--- src/hdl/ahfr_pkg.sv ---
// ----------------------------------------------------------------------------
// ahfr_pkg
// Shared constants, types and hex helpers for the ASCII hex frame receiver.
// ----------------------------------------------------------------------------
package ahfr_pkg;

  localparam int unsigned MAX_FRAME_CHARS = 340;
  localparam int unsigned CNT_W = $clog2(MAX_FRAME_CHARS + 2);

  localparam logic [7:0] CHAR_SOF = 8'h7E;
  localparam logic [7:0] CHAR_EOF = 8'h0D;
  localparam logic [7:0] CHAR_TWO = 8'h32;
  localparam logic [7:0] CHAR_ONE = 8'h31;
  localparam logic [7:0] CHAR_NINE = 8'h39;
  localparam logic [7:0] CHAR_ZERO = 8'h30;
  localparam logic [2:0] NIB_MASK = 3'h7;

  localparam int unsigned NUM_LISTENERS = 4;
  localparam int unsigned CFG_IDX_W = 3;
  localparam int unsigned CFG_DATA_W = 16;
  localparam int unsigned OUT_DATA_W = 40;

  typedef enum logic [CFG_IDX_W-1:0] {
    REG_IDLE_TIMEOUT = 3'd0,
    REG_LISTENER_CNT = 3'd1,
    REG_LISTENER_A0  = 3'd2,
    REG_LISTENER_A1  = 3'd3,
    REG_LISTENER_A2  = 3'd4,
    REG_LISTENER_A3  = 3'd5
  } ahfr_reg_e;

  typedef enum logic [2:0] {
    ST_GOOD      = 3'd0,
    ST_PREFIX_OK = 3'd1,
    ST_CSUM_ERR  = 3'd2,
    ST_TOO_LONG  = 3'd3,
    ST_TOO_SHORT = 3'd4
  } ahfr_status_e;

  typedef enum logic {
    KIND_BYTE    = 1'b0,
    KIND_VERDICT = 1'b1
  } ahfr_kind_e;

  typedef enum logic {
    MODE_BYTE = 1'b0,
    MODE_TICK = 1'b1
  } ahfr_mode_e;

  typedef struct packed {
    logic [15:0]                    idle_timeout_ms;
    logic [2:0]                     listener_count;
    logic [NUM_LISTENERS-1:0][7:0]  listener_addr;
  } ahfr_cfg_t;

  typedef struct packed {
    ahfr_kind_e   kind;
    logic [7:0]   payload_byte;
    logic [7:0]   byte_index;
    ahfr_status_e status;
    logic [3:0]   match_mask;
    logic [15:0]  computed_sum;
  } ahfr_result_t;

  function automatic logic [7:0] nib(input logic [7:0] c);
    logic [7:0] r;
    if (c <= CHAR_NINE) begin
      r = c - CHAR_ZERO;
    end else begin
      r = {5'd0, c[2:0] & NIB_MASK} + 8'd9;
    end
    return r;
  endfunction

  function automatic logic [7:0] hex_pair(input logic [7:0] a, input logic [7:0] b);
    logic [7:0] na;
    na = nib(a);
    return {na[3:0], 4'd0} + nib(b);
  endfunction

endpackage

--- src/hdl/ahfr_decoder.sv ---
// ----------------------------------------------------------------------------
// ahfr_decoder
// Frame state and per-item update: framing, hex decode, checksum, verdict, idle timeout.
// ----------------------------------------------------------------------------
module ahfr_decoder (
  input  logic                 clk_i,
  input  logic                 rst_ni,
  input  logic                 step_i,
  input  logic                 mode_i,
  input  logic [7:0]           rx_byte_i,
  input  ahfr_pkg::ahfr_cfg_t  cfg_i,
  output logic                 res_valid_o,
  output ahfr_pkg::ahfr_result_t res_o
);
  import ahfr_pkg::*;

  localparam logic [CNT_W-1:0] MAX_CNT = CNT_W'(MAX_FRAME_CHARS);
  localparam logic [CNT_W-1:0] MIN_CNT = CNT_W'(5);

  logic             in_frame_q, in_frame_d;
  logic [CNT_W-1:0] char_count_q, char_count_d;
  logic [3:0][7:0]  tail_q, tail_d;
  logic [15:0]      char_sum_q, char_sum_d;
  logic [3:0]       high_nibble_q, high_nibble_d;
  logic             half_pair_q, half_pair_d;
  logic [7:0]       out_index_q, out_index_d;
  logic [1:0]       prefix_q, prefix_d;
  logic [7:0]       address_q, address_d;
  logic [15:0]      idle_ms_q, idle_ms_d;

  logic [15:0]  idle_inc;
  logic [15:0]  remote;
  logic [15:0]  neg_sum;
  logic [7:0]   nib_c;
  logic [3:0]   mask;

  always_comb begin
    in_frame_d    = in_frame_q;
    char_count_d  = char_count_q;
    tail_d        = tail_q;
    char_sum_d    = char_sum_q;
    high_nibble_d = high_nibble_q;
    half_pair_d   = half_pair_q;
    out_index_d   = out_index_q;
    prefix_d      = prefix_q;
    address_d     = address_q;
    idle_ms_d     = idle_ms_q;
    res_valid_o   = 1'b0;
    res_o         = '0;

    idle_inc = (idle_ms_q == 16'hFFFF) ? idle_ms_q : idle_ms_q + 16'd1;
    remote   = {hex_pair(tail_q[0], tail_q[1]), hex_pair(tail_q[2], tail_q[3])};
    neg_sum  = ~char_sum_q + 16'd1;
    nib_c    = nib(tail_q[0]);
    for (int i = 0; i < NUM_LISTENERS; i++) begin
      mask[i] = (3'(i) < cfg_i.listener_count) && (cfg_i.listener_addr[i] == address_q);
    end

    if (step_i) begin
      if (mode_i == MODE_TICK) begin
        idle_ms_d = idle_inc;
        if (idle_inc > cfg_i.idle_timeout_ms) begin
          in_frame_d    = 1'b0;
          char_count_d  = '0;
          tail_d        = '0;
          char_sum_d    = '0;
          high_nibble_d = '0;
          half_pair_d   = 1'b0;
          out_index_d   = '0;
          prefix_d      = '0;
          address_d     = '0;
          idle_ms_d     = '0;
        end
      end else if (!in_frame_q) begin
        if (rx_byte_i == CHAR_SOF) begin
          in_frame_d   = 1'b1;
          char_count_d = CNT_W'(1);
          idle_ms_d    = '0;
        end
      end else if (rx_byte_i == CHAR_EOF) begin
        res_valid_o     = 1'b1;
        res_o.kind      = KIND_VERDICT;
        res_o.byte_index = out_index_q;
        if (char_count_q > MAX_CNT) begin
          res_o.status = ST_TOO_LONG;
        end else if (char_count_q < MIN_CNT) begin
          res_o.status = ST_TOO_SHORT;
        end else begin
          res_o.computed_sum = neg_sum;
          if (neg_sum != remote && prefix_q != 2'b11) begin
            res_o.status = ST_CSUM_ERR;
          end else if (out_index_q < 8'd2) begin
            res_o.status = ST_TOO_SHORT;
          end else begin
            res_o.status     = (neg_sum == remote) ? ST_GOOD : ST_PREFIX_OK;
            res_o.match_mask = mask;
          end
        end
        in_frame_d    = 1'b0;
        char_count_d  = '0;
        tail_d        = '0;
        char_sum_d    = '0;
        high_nibble_d = '0;
        half_pair_d   = 1'b0;
        out_index_d   = '0;
        prefix_d      = '0;
        address_d     = '0;
      end else begin
        idle_ms_d = '0;
        if (char_count_q == CNT_W'(1) && rx_byte_i == CHAR_TWO) begin
          prefix_d[0] = 1'b1;
        end
        if (char_count_q == CNT_W'(2) && rx_byte_i == CHAR_ONE) begin
          prefix_d[1] = 1'b1;
        end
        if (char_count_q >= MIN_CNT && char_count_q < MAX_CNT) begin
          char_sum_d = char_sum_q + {8'd0, tail_q[0]};
          if (!half_pair_q) begin
            high_nibble_d = nib_c[3:0];
            half_pair_d   = 1'b1;
          end else begin
            half_pair_d        = 1'b0;
            res_valid_o        = 1'b1;
            res_o.kind         = KIND_BYTE;
            res_o.payload_byte = {high_nibble_q, 4'd0} + nib_c;
            res_o.byte_index   = out_index_q;
            res_o.status       = ST_GOOD;
            if (out_index_q == 8'd1) begin
              address_d = {high_nibble_q, 4'd0} + nib_c;
            end
            out_index_d = out_index_q + 8'd1;
          end
        end
        tail_d = {rx_byte_i, tail_q[3], tail_q[2], tail_q[1]};
        if (char_count_q <= MAX_CNT) begin
          char_count_d = char_count_q + CNT_W'(1);
        end
      end
    end
  end

  always_ff @(posedge clk_i or negedge rst_ni) begin
    if (!rst_ni) begin
      in_frame_q    <= 1'b0;
      char_count_q  <= '0;
      tail_q        <= '0;
      char_sum_q    <= '0;
      high_nibble_q <= '0;
      half_pair_q   <= 1'b0;
      out_index_q   <= '0;
      prefix_q      <= '0;
      address_q     <= '0;
      idle_ms_q     <= '0;
    end else begin
      in_frame_q    <= in_frame_d;
      char_count_q  <= char_count_d;
      tail_q        <= tail_d;
      char_sum_q    <= char_sum_d;
      high_nibble_q <= high_nibble_d;
      half_pair_q   <= half_pair_d;
      out_index_q   <= out_index_d;
      prefix_q      <= prefix_d;
      address_q     <= address_d;
      idle_ms_q     <= idle_ms_d;
    end
  end

endmodule

--- src/hdl/ahfr_out_reg.sv ---
// ----------------------------------------------------------------------------
// ahfr_out_reg
// Result register with valid/ready toward the output stream.
// ----------------------------------------------------------------------------
module ahfr_out_reg (
  input  logic                   clk_i,
  input  logic                   rst_ni,
  input  logic                   load_i,
  input  ahfr_pkg::ahfr_result_t res_i,
  output logic                   free_o,
  output logic                   valid_o,
  input  logic                   ready_i,
  output ahfr_pkg::ahfr_result_t res_o
);
  import ahfr_pkg::*;

  logic         valid_q, valid_d;
  ahfr_result_t res_q;

  assign free_o  = !valid_q || ready_i;
  assign valid_o = valid_q;
  assign res_o   = res_q;

  always_comb begin
    valid_d = valid_q;
    if (load_i) begin
      valid_d = 1'b1;
    end else if (ready_i) begin
      valid_d = 1'b0;
    end
  end

  always_ff @(posedge clk_i or negedge rst_ni) begin
    if (!rst_ni) begin
      valid_q <= 1'b0;
    end else begin
      valid_q <= valid_d;
    end
  end

  always_ff @(posedge clk_i) begin
    if (load_i) begin
      res_q <= res_i;
    end
  end

endmodule

--- src/hdl/ascii_hex_frame_receiver.sv ---
// ----------------------------------------------------------------------------
// ascii_hex_frame_receiver
// Receives 0x7E ... 0x0D framed ASCII-hex serial data with a 4-character hex
// checksum, streams decoded payload bytes and one verdict per frame.
// ----------------------------------------------------------------------------
// Takes one item (a received byte or a millisecond tick) every clock cycle
// unless input tready is low. Each item is handled in the cycle it is
// accepted and its result, if any, appears on the output stream in the next
// cycle from a single result register. Input tready falls only while that
// register holds a result that the output side is not taking. Payload bytes
// trail the input by four characters; the verdict follows the 0x0D byte.
// Configuration writes are always ready and take effect on the next cycle.
// ----------------------------------------------------------------------------
module ascii_hex_frame_receiver (
  input  logic                              clk_i,
  input  logic                              rst_ni,
  input  logic                              s_axis_tvalid,
  output logic                              s_axis_tready,
  input  logic [7:0]                        s_axis_tdata,  // rx_byte
  input  logic                              s_axis_tuser,  // mode
  output logic                              m_axis_tvalid,
  input  logic                              m_axis_tready,
  // payload_byte[7:0], byte_index[15:8], status[18:16], match_mask[22:19],
  // computed_sum[38:23], zero[39]
  output logic [ahfr_pkg::OUT_DATA_W-1:0]   m_axis_tdata,
  output logic                              m_axis_tuser,  // kind
  input  logic                              cfg_valid_i,
  output logic                              cfg_ready_o,
  input  logic [ahfr_pkg::CFG_IDX_W-1:0]    cfg_index_i,
  input  logic [ahfr_pkg::CFG_DATA_W-1:0]   cfg_data_i
);
  import ahfr_pkg::*;

  ahfr_cfg_t    cfg_q, cfg_d;
  ahfr_result_t dec_res;
  ahfr_result_t out_res;
  logic         dec_valid;
  logic         out_free;
  logic         step;

  assign cfg_ready_o   = 1'b1;
  assign s_axis_tready = out_free;
  assign step          = s_axis_tvalid && out_free;

  always_comb begin
    cfg_d = cfg_q;
    if (cfg_valid_i) begin
      case (ahfr_reg_e'(cfg_index_i))
        REG_IDLE_TIMEOUT: cfg_d.idle_timeout_ms  = cfg_data_i;
        REG_LISTENER_CNT: cfg_d.listener_count   = cfg_data_i[2:0];
        REG_LISTENER_A0:  cfg_d.listener_addr[0] = cfg_data_i[7:0];
        REG_LISTENER_A1:  cfg_d.listener_addr[1] = cfg_data_i[7:0];
        REG_LISTENER_A2:  cfg_d.listener_addr[2] = cfg_data_i[7:0];
        REG_LISTENER_A3:  cfg_d.listener_addr[3] = cfg_data_i[7:0];
        default: cfg_d = cfg_q;
      endcase
    end
  end

  always_ff @(posedge clk_i or negedge rst_ni) begin
    if (!rst_ni) begin
      cfg_q <= '{idle_timeout_ms: 16'd150, listener_count: 3'd0, listener_addr: '0};
    end else begin
      cfg_q <= cfg_d;
    end
  end

  ahfr_decoder u_decoder (
    .clk_i       (clk_i),
    .rst_ni      (rst_ni),
    .step_i      (step),
    .mode_i      (s_axis_tuser),
    .rx_byte_i   (s_axis_tdata),
    .cfg_i       (cfg_q),
    .res_valid_o (dec_valid),
    .res_o       (dec_res)
  );

  ahfr_out_reg u_out_reg (
    .clk_i   (clk_i),
    .rst_ni  (rst_ni),
    .load_i  (dec_valid),
    .res_i   (dec_res),
    .free_o  (out_free),
    .valid_o (m_axis_tvalid),
    .ready_i (m_axis_tready),
    .res_o   (out_res)
  );

  assign m_axis_tuser = out_res.kind;
  assign m_axis_tdata = {1'b0, out_res.computed_sum, out_res.match_mask, out_res.status,
                         out_res.byte_index, out_res.payload_byte};

endmodule
--- config.mk ---
export PLATFORM = sky130hd
export DESIGN_NAME = ascii_hex_frame_receiver
export DESIGN_NICKNAME = d
export VERILOG_FILES = /design/src/hdl/ahfr_pkg.sv /design/src/hdl/ahfr_decoder.sv /design/src/hdl/ahfr_out_reg.sv /design/src/hdl/ascii_hex_frame_receiver.sv
export SDC_FILE = /design/constraint.sdc
export NUM_CORES = 1
export LEC_CHECK = 0
export BUFFER_PORTS_ARGS = -buffer_cell sky130_fd_sc_hd__buf_4
export CORE_MARGIN = 2
export CORE_UTILIZATION = 40
export DETAILED_ROUTE_END_ITERATION = 6
export GPL_ROUTABILITY_DRIVEN = 0
export PLACE_DENSITY = 0.55
export SLEW_MARGIN = 20
export SYNTH_ARGS = -nofsm -noshare
export SYNTH_HDL_FRONTEND = slang
export SYNTH_SLANG_ARGS = --single-unit
--- constraint.sdc ---
create_clock -name clk_i -period 7 [get_ports clk_i]
set_clock_uncertainty 0.2 [all_clocks]
set_input_delay 0.7 -clock clk_i [delete_from_list [all_inputs] [get_ports clk_i]]
set_output_delay 0.7 -clock clk_i [all_outputs]
set_load 0.005 [all_outputs]
==> flow_summary_export.csv, run 1 <==
group,metric,value,unit
status,outcome,"completed",
pwr,p_seq_share,41.4,%
cts,post-cts-setup-buffers,0,
layout,n_fill_cell,2666,
flow_run,maxCapViolCount,0,
placed_design,placed_area,12040,sq um
floorplanning,die_h,170.9,um
timing,rsz0062_at_grt,"false",
logic_synthesis,async_flop_share,78.84,%
pwr,power.internal,2.233,mW
floorplanning,fp.dieW,170.9,um
layout,area_delta_synth_final,13.69,%
pwr,switching_power,1.234,mW
logic_synthesis,synth_ff_type,"dfrtp_1",
grt,grt_overflow,0,
grt,grt_pass1_vias,8084,
drt,drc,0,
timing,setup_viol,0,
timing,holdWs,0.1501,ns
pwr,pwr-share-comb,29.2,%
drt,wl,27.43,mm
timing,worst_pin_slew,0.9160,ns
setup_path,crit_fanout,32,
setup_path,crit_path_cell_trace,"nand2_1 > or4_1 > nor4_2 > nand3_1 > and4_1 > and3_1 > xnor2_1 > ha_1 > nand4_1 > or4_1 > nand3_1 > a31oi_1 > buf_4 > nor2_4 > buf_4 > o21ai_0",
setup_path,cp.buffers_inverters,2,
layout,final_cell_area,12670,sq um
cts,cts_max_path_buffers,2,
setup_path,r2r_setup_slack,1.59,ns
setup_path,criticalPathCategory,"flip-flop to flip-flop",
pwr,p_sw_share,35.59,%
floorplanning,num_rows,61,
logic_synthesis,synth_nets,1226,
floorplanning,start_util,40.35,%
logic_synthesis,syn_inst,1131,
pwr,total_power,3.467,mW
logic_synthesis,ys_seq_area_share,44.27,%
drt,vias,8335,
timing,slew-limit-headroom,38.52,%
cts,cts_hold_buf,0,
cts,clkSinkCount,189,
drt,post_drt_wl_per_cell,17.48,um
setup_path,required,7.11,ns
logic_synthesis,synth.distinct_cells,77,
floorplanning,core_area,27630,sq um
timing,hold_viol_final,0,
grt,grt_pass1_wl,44.36,mm
drt,ant_nets,0,
cts,clkTransAtPathRegs,0.09,ns
grt,antenna_found_initial,0,
cts,cts_tree,"built",
layout,antenna_cells,0,
pwr,power_leakage,5.658,nW
timing,setup_tns,0,ns
drt,drtIter0Drc,474,
logic_synthesis,synth_seq_cells,189,
logic_synthesis,netlist_area,11150,sq um
logic_synthesis,avgSynthCellArea,9.856,sq um
logic_synthesis,ys_warn_count,0,
timing,min_period,5.412,ns
setup_path,cpPeakStageDelay,0.61,ns
cts,numCtsBuffers,17,
cts,htree_num_levels,4,
pwr,powerDensity,273.6,nW/um^2
grt,grt_max_degree,96,
placed_design,portBuffers,74,
cts,clock_latency,0.45,ns
drt,first_pass_iters,5,
setup_path,cp.arrival,5.52,ns
layout,drive_gt1_share,15.70,%
timing,period_share,77.32,%
layout,post-route-util,45.87,%
grt,grt.total_usage,19.58,%
logic_synthesis,synth_edf_count,40,
setup_path,crit_path_end_kind,"flip-flop",
setup_path,start_kind,"flip-flop",
timing,fmax,184.8,MHz
cts,root_buffer,"clkbuf_16",
hold_path,hold_class,"input pin to async pin",
pwr,ir_worst_vdd,165.7,uV
cts,cts_resized,0,
floorplanning,top_level_ports,77,
timing,slew_viol_final,0,
placed_design,dpl.hpwl,20.11,mm
pwr,power_frac_clock,29.4,%
layout,nets,1273,
drt,vias_per_cell,5.312,
setup_path,critPathTopFamily,"simple AND/OR/NAND/NOR gates",
floorplanning,die_area,29220,sq um
setup_path,crit_slowest_cell,"or4_1",
Yosys cell counts, types with 34 or more instances:
| cell | count | area share (%) |
|---|---|---|
| dfrtp_1 | 145 | 33 |
| nand2_1 | 155 | 5.2 |
| inv_1 | 46 | 1.5 |
| xor2_1 | 45 | 3.5 |
| nor2_1 | 68 | 2.3 |
| a21oi_1 | 34 | 1.5 |
| xnor2_1 | 45 | 3.5 |
| clkbuf_1 | 49 | 1.7 |
| ha_1 | 59 | 6.6 |
| nand3_1 | 35 | 1.6 |
| edfxtp_1 | 40 | 11 |
| o21ai_0 | 73 | 3.3 |
| mux2_2 | 38 | 3.8 |
state kept, by name, indices dropped and copies added (netlist names):
name                     cells
cfg_q                       51
u_out_reg.res_o             40
u_decoder.tail_q            32
u_decoder.char_sum_q        16
u_decoder.idle_ms_q         16
u_decoder.char_count_q       9
u_decoder.address_q          8
u_decoder.out_index_q        8
u_decoder.high_nibble_q      4
u_decoder.prefix_q           2
u_decoder.half_pair_q        1
u_decoder.in_frame_q         1
u_out_reg.valid_o            1
cells by family (layout without fill, tap and decap cells):
kind of cell | after synthesis | after routing | share of synthesized area, %
buffers and inverters | 100 | 160 | 3.525
other | 2 | 2 | 0.06737
AND/OR/NAND/NOR | 397 | 397 | 17.87
XOR/XNOR | 98 | 98 | 8.710
multiplexers | 41 | 41 | 4.108
adder cells (fa/ha/maj) | 62 | 62 | 7.161
flip-flops | 189 | 189 | 44.27
AO/OA/AOI/OAI | 242 | 242 | 14.29
final timing paths:
path                                    startpoint                 endpoint  cells after the start
setup / recovery            u_decoder.idle_ms_q[5]     u_decoder.tail_q[15]                     16
hold / removal                              rst_ni                 cfg_q[3]                      1
setup reg to reg            u_decoder.idle_ms_q[5]     u_decoder.tail_q[15]                     16
hold reg to reg            u_decoder.idle_ms_q[10]  u_decoder.idle_ms_q[10]                      1
max in group asynchronous                   rst_ni     u_decoder.tail_q[27]                      2
min in group clk_i                  cfg_data_i[12]                cfg_q[47]                      3
routing by layer:
metal  routed length [um]  part of all wire [%]  vias to the layer above  GRT usage, %
met4                  427                   1.6                        0         5.269
met2                13320                    49                      146         33.00
li1                     -                     -                     4132             -
met5                    0                     0                        -             0
met1                12890                    47                     4032         26.20
met3                  795                   2.9                       25         3.146
worst register-to-register path: stages, from the launching register on:
cell and delay [ns]:
dfrtp_1 0.44, nand2_1 0.11, or4_1 0.55, nor4_2 0.37, nand3_1 0.42, and4_1 0.38, and3_1 0.19, xnor2_1 0.16
ha_1 0.31, nand4_1 0.10, or4_1 0.61, nand3_1 0.13, a31oi_1 0.05, buf_4 0.21, nor2_4 0.48, buf_4 0.42
o21ai_0 0.16
through the flow:
step / worst slack [ns] / instances
after detailed placement: 1.645 / 1537
after CTS: 1.595 / 1569
after global routing: 1.104 / 1569
after floorplan: 2.117 / 1131
final: 1.588 / 1569
after global placement: 1.760 / 1537
layout by cell type, fill, tap and decap left out, drive strengths merged, types with 7 or more instances in the layout:
cell	count
nand2	155
dfrtp	145
buf	82
o21ai	76
nor2	68
ha	59
inv	56
xnor2	45
xor2	45
edfxtp	40
mux2	38
nand3	35
a21oi	34
nor3	24
o31ai	19
clkbuf	17
and3	16
a22o	15
nand4	14
o211ai	14
a31oi	13
o21a	13
or4	13
and2	13
nor4	13
a21o	11
or3	8
nor2b	7
power by group through the flow:
| stage | Sequential (mW) | Clock (mW) | Combinational (mW) |
|---|---|---|---|
| 2_1_floorplan | 1.37 | 0 | 0.817 |
| 3_3_place_gp | 1.45 | 0 | 0.999 |
| 3_5_place_dp | 1.46 | 0 | 1.01 |
| 4_1_cts | 1.43 | 1.05 | 1.02 |
| 5_1_grt | 1.46 | 1.09 | 1.14 |
| 6_report | 1.44 | 1.02 | 1.01 |
cell type report:
class / instances / area [sq um] / share of cell area [%]
Clock buffer: 17 / 425.4 / 3.357
Clock inverter: 15 / 201.4 / 1.589
Timing Repair Buffer: 82 / 619.3 / 4.887
Multi-Input combinational cell: 842 / 5847 / 46.13
Inverter: 46 / 172.7 / 1.362
Tap cell: 378 / 473.0 / 3.732
Sequential cell: 189 / 4935 / 38.94
(Power assumes the default switching activity.)
==> inputs of run 2 (changes only) <==
- clock period: 7 -> 5.2 ns (I/O delays scaled with it)
==> flow_summary_export.csv, run 2 (synthesis gave the netlist of run 1 again) <==
group,metric,value,unit
floorplanning,top_level_ports,77,
grt,antenna_found_initial,0,
timing,hold_viol_final,0,
floorplanning,start_util,40.35,%
timing,min_period,4.818,ns
cts,clock_latency,0.45,ns
layout,final_cell_area,12770,sq um
placed_design,placed_area,12130,sq um
setup_path,ff2ff_path_depth,15,
timing,slew-limit-headroom,42.56,%
cts,clkTransAtPathRegs,0.08,ns
timing,setup_tns,0,ns
floorplanning,die_h,170.9,um
timing,fmax,207.6,MHz
floorplanning,core_area,27630,sq um
drt,post_drt_wl_per_cell,17.49,um
grt,grt_pass1_wl,44.73,mm
drt,vias_per_cell,5.306,
cts,cts_tree,"built",
layout,drive_gt1_share,16.31,%
drt,vias,8384,
cts,clkSinkCount,189,
grt,grt_pass1_vias,8252,
floorplanning,die_area,29220,sq um
layout,area_delta_synth_final,14.52,%
hold_path,holdPathStages,3,
cts,cts_max_path_buffers,2,
status,outcome,"completed",
cts,root_buffer,"clkbuf_16",
hold_path,hold_class,"input pin to flip-flop",
setup_path,crit_path_end_kind,"flip-flop",
layout,layout_common_cells,"155 x nand2_1, 145 x dfrtp_1, 90 x buf_4",
flow_run,maxCapViolCount,0,
timing,worst_pin_slew,0.8584,ns
grt,grt_max_degree,83,
pwr,total_power,4.670,mW
placed_design,portBuffers,74,
timing,holdWs,0.07788,ns
timing,slew_viol_final,0,
pwr,ir_worst_vdd,222.0,uV
floorplanning,fp.dieW,170.9,um
layout,nets,1284,
drt,first_pass_iters,5,
layout,antenna_cells,0,
cts,post-cts-setup-buffers,0,
pwr,powerDensity,365.8,nW/um^2
pwr,power_leakage,5.730,nW
setup_path,criticalPathCategory,"flip-flop to flip-flop",
placed_design,dpl.hpwl,20.23,mm
grt,grt_overflow,0,
timing,setup_viol,0,
layout,largest_register,"cfg_q",
timing,rsz0062_at_grt,"false",
layout,fin_cells,1580,
setup_path,start_kind,"flip-flop",
drt,wl,27.63,mm
drt,ant_nets,0,
drt,drtIter0Drc,494,
placed_design,dp_cells,1547,
cts,htree_num_levels,4,
drt,drc,0,
layout,final_common_cell,"nand2_1",
timing,period_share,92.65,%
layout,largest_reg_flops,51,
grt,grt.total_usage,19.64,%
floorplanning,num_rows,61,
setup_path,crit_fanout,6,
setup_path,required,5.38,ns
setup_path,cp.arrival,5.00,ns
cts,numCtsBuffers,17,
run 2: cell types whose count changed in the layout (fill, tap and decap cells not counted), sizes merged:
| cell | previous run | this run |
|---|---|---|
| buf | 82 | 92 |
| inv | 56 | 55 |
| dlygate4sd3 | 0 | 1 |
| bufinv | 0 | 1 |
run 2: report_power, final:
part	leakage, nW	switching, mW	internal, mW
sequential	2.41	0.238	1.69
combinational	3.02	0.711	0.651
clock	0.303	0.679	0.699
total	5.73	1.63	3.04
run 2: metrics by stage:
| stage | utilization (%) | setup slack (ns) |
|---|---|---|
| floorplan | - | 0.3174 |
| global placement | 43.90 | 0.4790 |
| detailed placement | 43.90 | 0.4074 |
| CTS | 46.17 | 0.3643 |
| global route | 46.21 | 0.03580 |
| finish | 46.21 | 0.3823 |
run 2: final timing paths:
path | from | to | slack, ns
setup / recovery | u_decoder.idle_ms_q[4] | u_decoder.char_count_q[4] | 0.38
hold / removal | cfg_data_i[14] | cfg_q[49] | 0.08
setup reg to reg | u_decoder.idle_ms_q[4] | u_decoder.char_count_q[4] | 0.38
hold reg to reg | u_decoder.idle_ms_q[10] | u_decoder.idle_ms_q[10] | 0.29
max in group asynchronous | rst_ni | cfg_q[39] | 3.28
min in group asynchronous | rst_ni | cfg_q[4] | 0.49
run 2: worst max-delay path, cell delays in order (launching register included):
cell,delay (ns)
dfrtp_1,0.44
nand2_1,0.11
or4_1,0.58
nor4_4,0.32
nand3_1,0.14
and4_1,0.23
and3_1,0.19
xnor2_1,0.15
ha_1,0.30
nand4_1,0.13
or4_1,0.63
or2_2,0.33
and3_1,0.20
and2_1,0.21
or4_1,0.51
nand2_1,0.08
run 2: area by class of cell:
| type | instances | area (sq um) |
|---|---|---|
| Clock inverter | 15 | 192.7 |
| Multi-Input combinational cell | 842 | 5851 |
| Clock buffer | 17 | 425.4 |
| Inverter | 46 | 172.7 |
| Fill cell | 2651 | 14860 |
| Sequential cell | 189 | 4935 |
| Tap cell | 378 | 473.0 |
| Timing Repair Buffer | 93 | 716.9 |
run 2: routing by layer:
| metal | global-route usage, % | up-vias | wire length [um] | part of all wire, % |
|---|---|---|---|---|
| met4 | 4.827 | 0 | 328 | 1.2 |
| li1 | - | 4154 | - | - |
| met1 | 25.75 | 4080 | 12930 | 47 |
| met5 | 0 | - | 0 | 0 |
| met3 | 2.845 | 21 | 736 | 2.7 |
| met2 | 34.22 | 129 | 13640 | 49 |
run 2: repair_timing:
| action | in CTS | in global routing |
|---|---|---|
| hold buffers | 1 | 0 |
| hold endpoints to repair | 77 | 0 |
| setup endpoints to repair | 0 | 1 |
| resized for setup | 0 | 1 |
==> inputs of run 3 (changes only) <==
- PLACE_DENSITY: 0.55 -> unset
- PLACE_DENSITY_LB_ADDON: unset -> 0.25
==> flow_summary_export.csv, run 3 (synthesis gave the netlist of run 1 again) <==
group,metric,value,unit
timing,fin_ws,0.3121,ns
cts,clock_latency,0.44,ns
drt,vias,8469,
layout,nets,1283,
cts,cts_tree,"built",
drt,vias_per_cell,5.364,
drt,first_pass_iters,5,
cts,htree_num_levels,4,
setup_path,ff2ff_path_depth,15,
setup_path,timing.rr.start,"u_decoder.idle_ms_q[5]",
flow_run,maxCapViolCount,0,
drt,drtIter0Drc,626,
drt,ant_nets,0,
placed_design,placed_area,12130,sq um
layout,multi_input_comb_area,5853,sq um
timing,setup_viol,0,
cts,clkSinkCount,189,
floorplanning,die_area,29220,sq um
grt,grt_pass1_wl,44.57,mm
setup_path,rr_endpoint,"u_decoder.char_count_q[4]",
layout,largest_reg_flops,51,
setup_path,required,5.38,ns
floorplanning,start_util,40.35,%
layout,layout_common_cells,"155 x nand2_1, 145 x dfrtp_1, 89 x buf_4",
drt,post_drt_wl_per_cell,17.47,um
hold_path,holdPathStages,3,
pwr,power_leakage,5.687,nW
placed_design,portBuffers,74,
floorplanning,num_rows,61,
cts,post-cts-setup-buffers,0,
cts,root_buffer,"clkbuf_16",
setup_path,start_kind,"flip-flop",
grt,grt.total_usage,19.61,%
drt,wl,27.59,mm
timing,slew-limit-headroom,47.66,%
timing,period_share,94.00,%
hold_path,min_from,"cfg_data_i[13]",
layout,seq_area,4935,sq um
setup_path,cp.arrival,5.07,ns
layout,area_delta_synth_final,14.11,%
layout,largest_register,"cfg_q",
grt,grt_overflow,0,
floorplanning,core_area,27630,sq um
cts,cts_max_path_buffers,2,
grt,grt_pass1_vias,8341,
timing,fmax,204.6,MHz
setup_path,startpoint,"u_decoder.idle_ms_q[5]",
setup_path,crit_path_end_kind,"flip-flop",
grt,grt_max_degree,80,
layout,n_fill_cell,2709,
pwr,ir_worst_vdd,222.0,uV
hold_path,min_to,"cfg_q[48]",
placed_design,dpl.hpwl,19.88,mm
placed_design,pre_cts_ws,0.2427,ns
status,outcome,"completed",
grt,antenna_found_initial,0,
floorplanning,top_level_ports,77,
floorplanning,die_h,170.9,um
pwr,powerDensity,360.9,nW/um^2
layout,final_cell_area,12720,sq um
timing,worst_pin_slew,0.7769,ns
layout,final_common_cell,"nand2_1",
cts,numCtsBuffers,17,
layout,antenna_cells,0,
timing,slew_viol_final,0,
timing,hold_viol_final,0,
floorplanning,fp.dieW,170.9,um
timing,rsz0062_at_grt,"false",
timing,min_period,4.888,ns
layout,drive_gt1_share,16.24,%
setup_path,r2r_setup_slack,0.31,ns
setup_path,crit_fanout,6,
setup_path,criticalPathCategory,"flip-flop to flip-flop",
drt,drc,0,
timing,setup_tns,0,ns
hold_path,hold_class,"input pin to flip-flop",
pwr,total_power,4.591,mW
cts,clkTransAtPathRegs,0.08,ns
==> run 3: cell count changes in the layout (fill, tap and decap cells not counted), sizes merged <==
cell,change
buf,-1
bufinv,-1
clkbuf,+1
clkinv,+1
inv,-1
==> run 3: per-stage QoR <==
step	hold slack [ns]	instances	util (%)
detailed placement	0.2729	1546	43.89
CTS	0.06532	1579	46.01
global route	0.05589	1579	46.04
global placement	0.2687	1546	43.87
finish	0.07736	1579	46.04
floorplan	0.02441	1131	-
==> run 3: cell type report <==
cell class / instances / share of cell area [%]
Clock inverter: 14 / 1.161
Inverter: 46 / 1.357
Clock buffer: 18 / 3.374
Tap cell: 378 / 3.718
Multi-Input combinational cell: 842 / 46.02
Sequential cell: 189 / 38.80
Timing Repair Buffer: 92 / 5.577
==> run 3: what timing repair did <==
item,in CTS,in global routing
hold endpoints to repair,76,0
gates resized for setup,0,1
hold buffers,1,0
endpoints found under the setup margin,0,12
==> run 3: where the power goes <==
group | internal, mW | switching, mW
Clock | 0.643 | 0.662
Sequential | 1.69 | 0.242
Combinational | 0.649 | 0.704
Total | 2.98 | 1.61
==> run 3: worst max path at each step <==
stage                     slack, ns                        end  cells past startpoint
after CTS                      0.18   u_decoder.out_index_q[7]                     16
after detailed placement       0.24   u_decoder.out_index_q[7]                     16
after global routing           0.04   u_decoder.out_index_q[7]                     16
after floorplan                0.32    u_decoder.char_sum_q[5]                     18
after global placement         0.41        u_out_reg.res_o[34]                     16
final                          0.31  u_decoder.char_count_q[4]                     15
==> run 3: critical path, cell delays in order, from the launching register on <==
cell,delay (ns)
dfrtp_1,0.46
nand2_1,0.12
or4_1,0.54
nor4_2,0.38
a31o_2,0.26
nor2_1,0.08
and3_1,0.23
xnor2_1,0.14
ha_1,0.31
nand4_1,0.13
or4_1,0.66
or2_2,0.34
and3_1,0.20
and2_1,0.21
or4_1,0.50
nand2_1,0.07
==> run 3: metal layers <==
layer  up-vias  share of wire (%)  global-route usage (%)
met5         -                  0                       0
met4         0                1.4                   4.974
met3        29                3.3                   3.331
met2       176                 48                   32.64
met1      4115                 47                   26.60
li1       4149                  -                       -
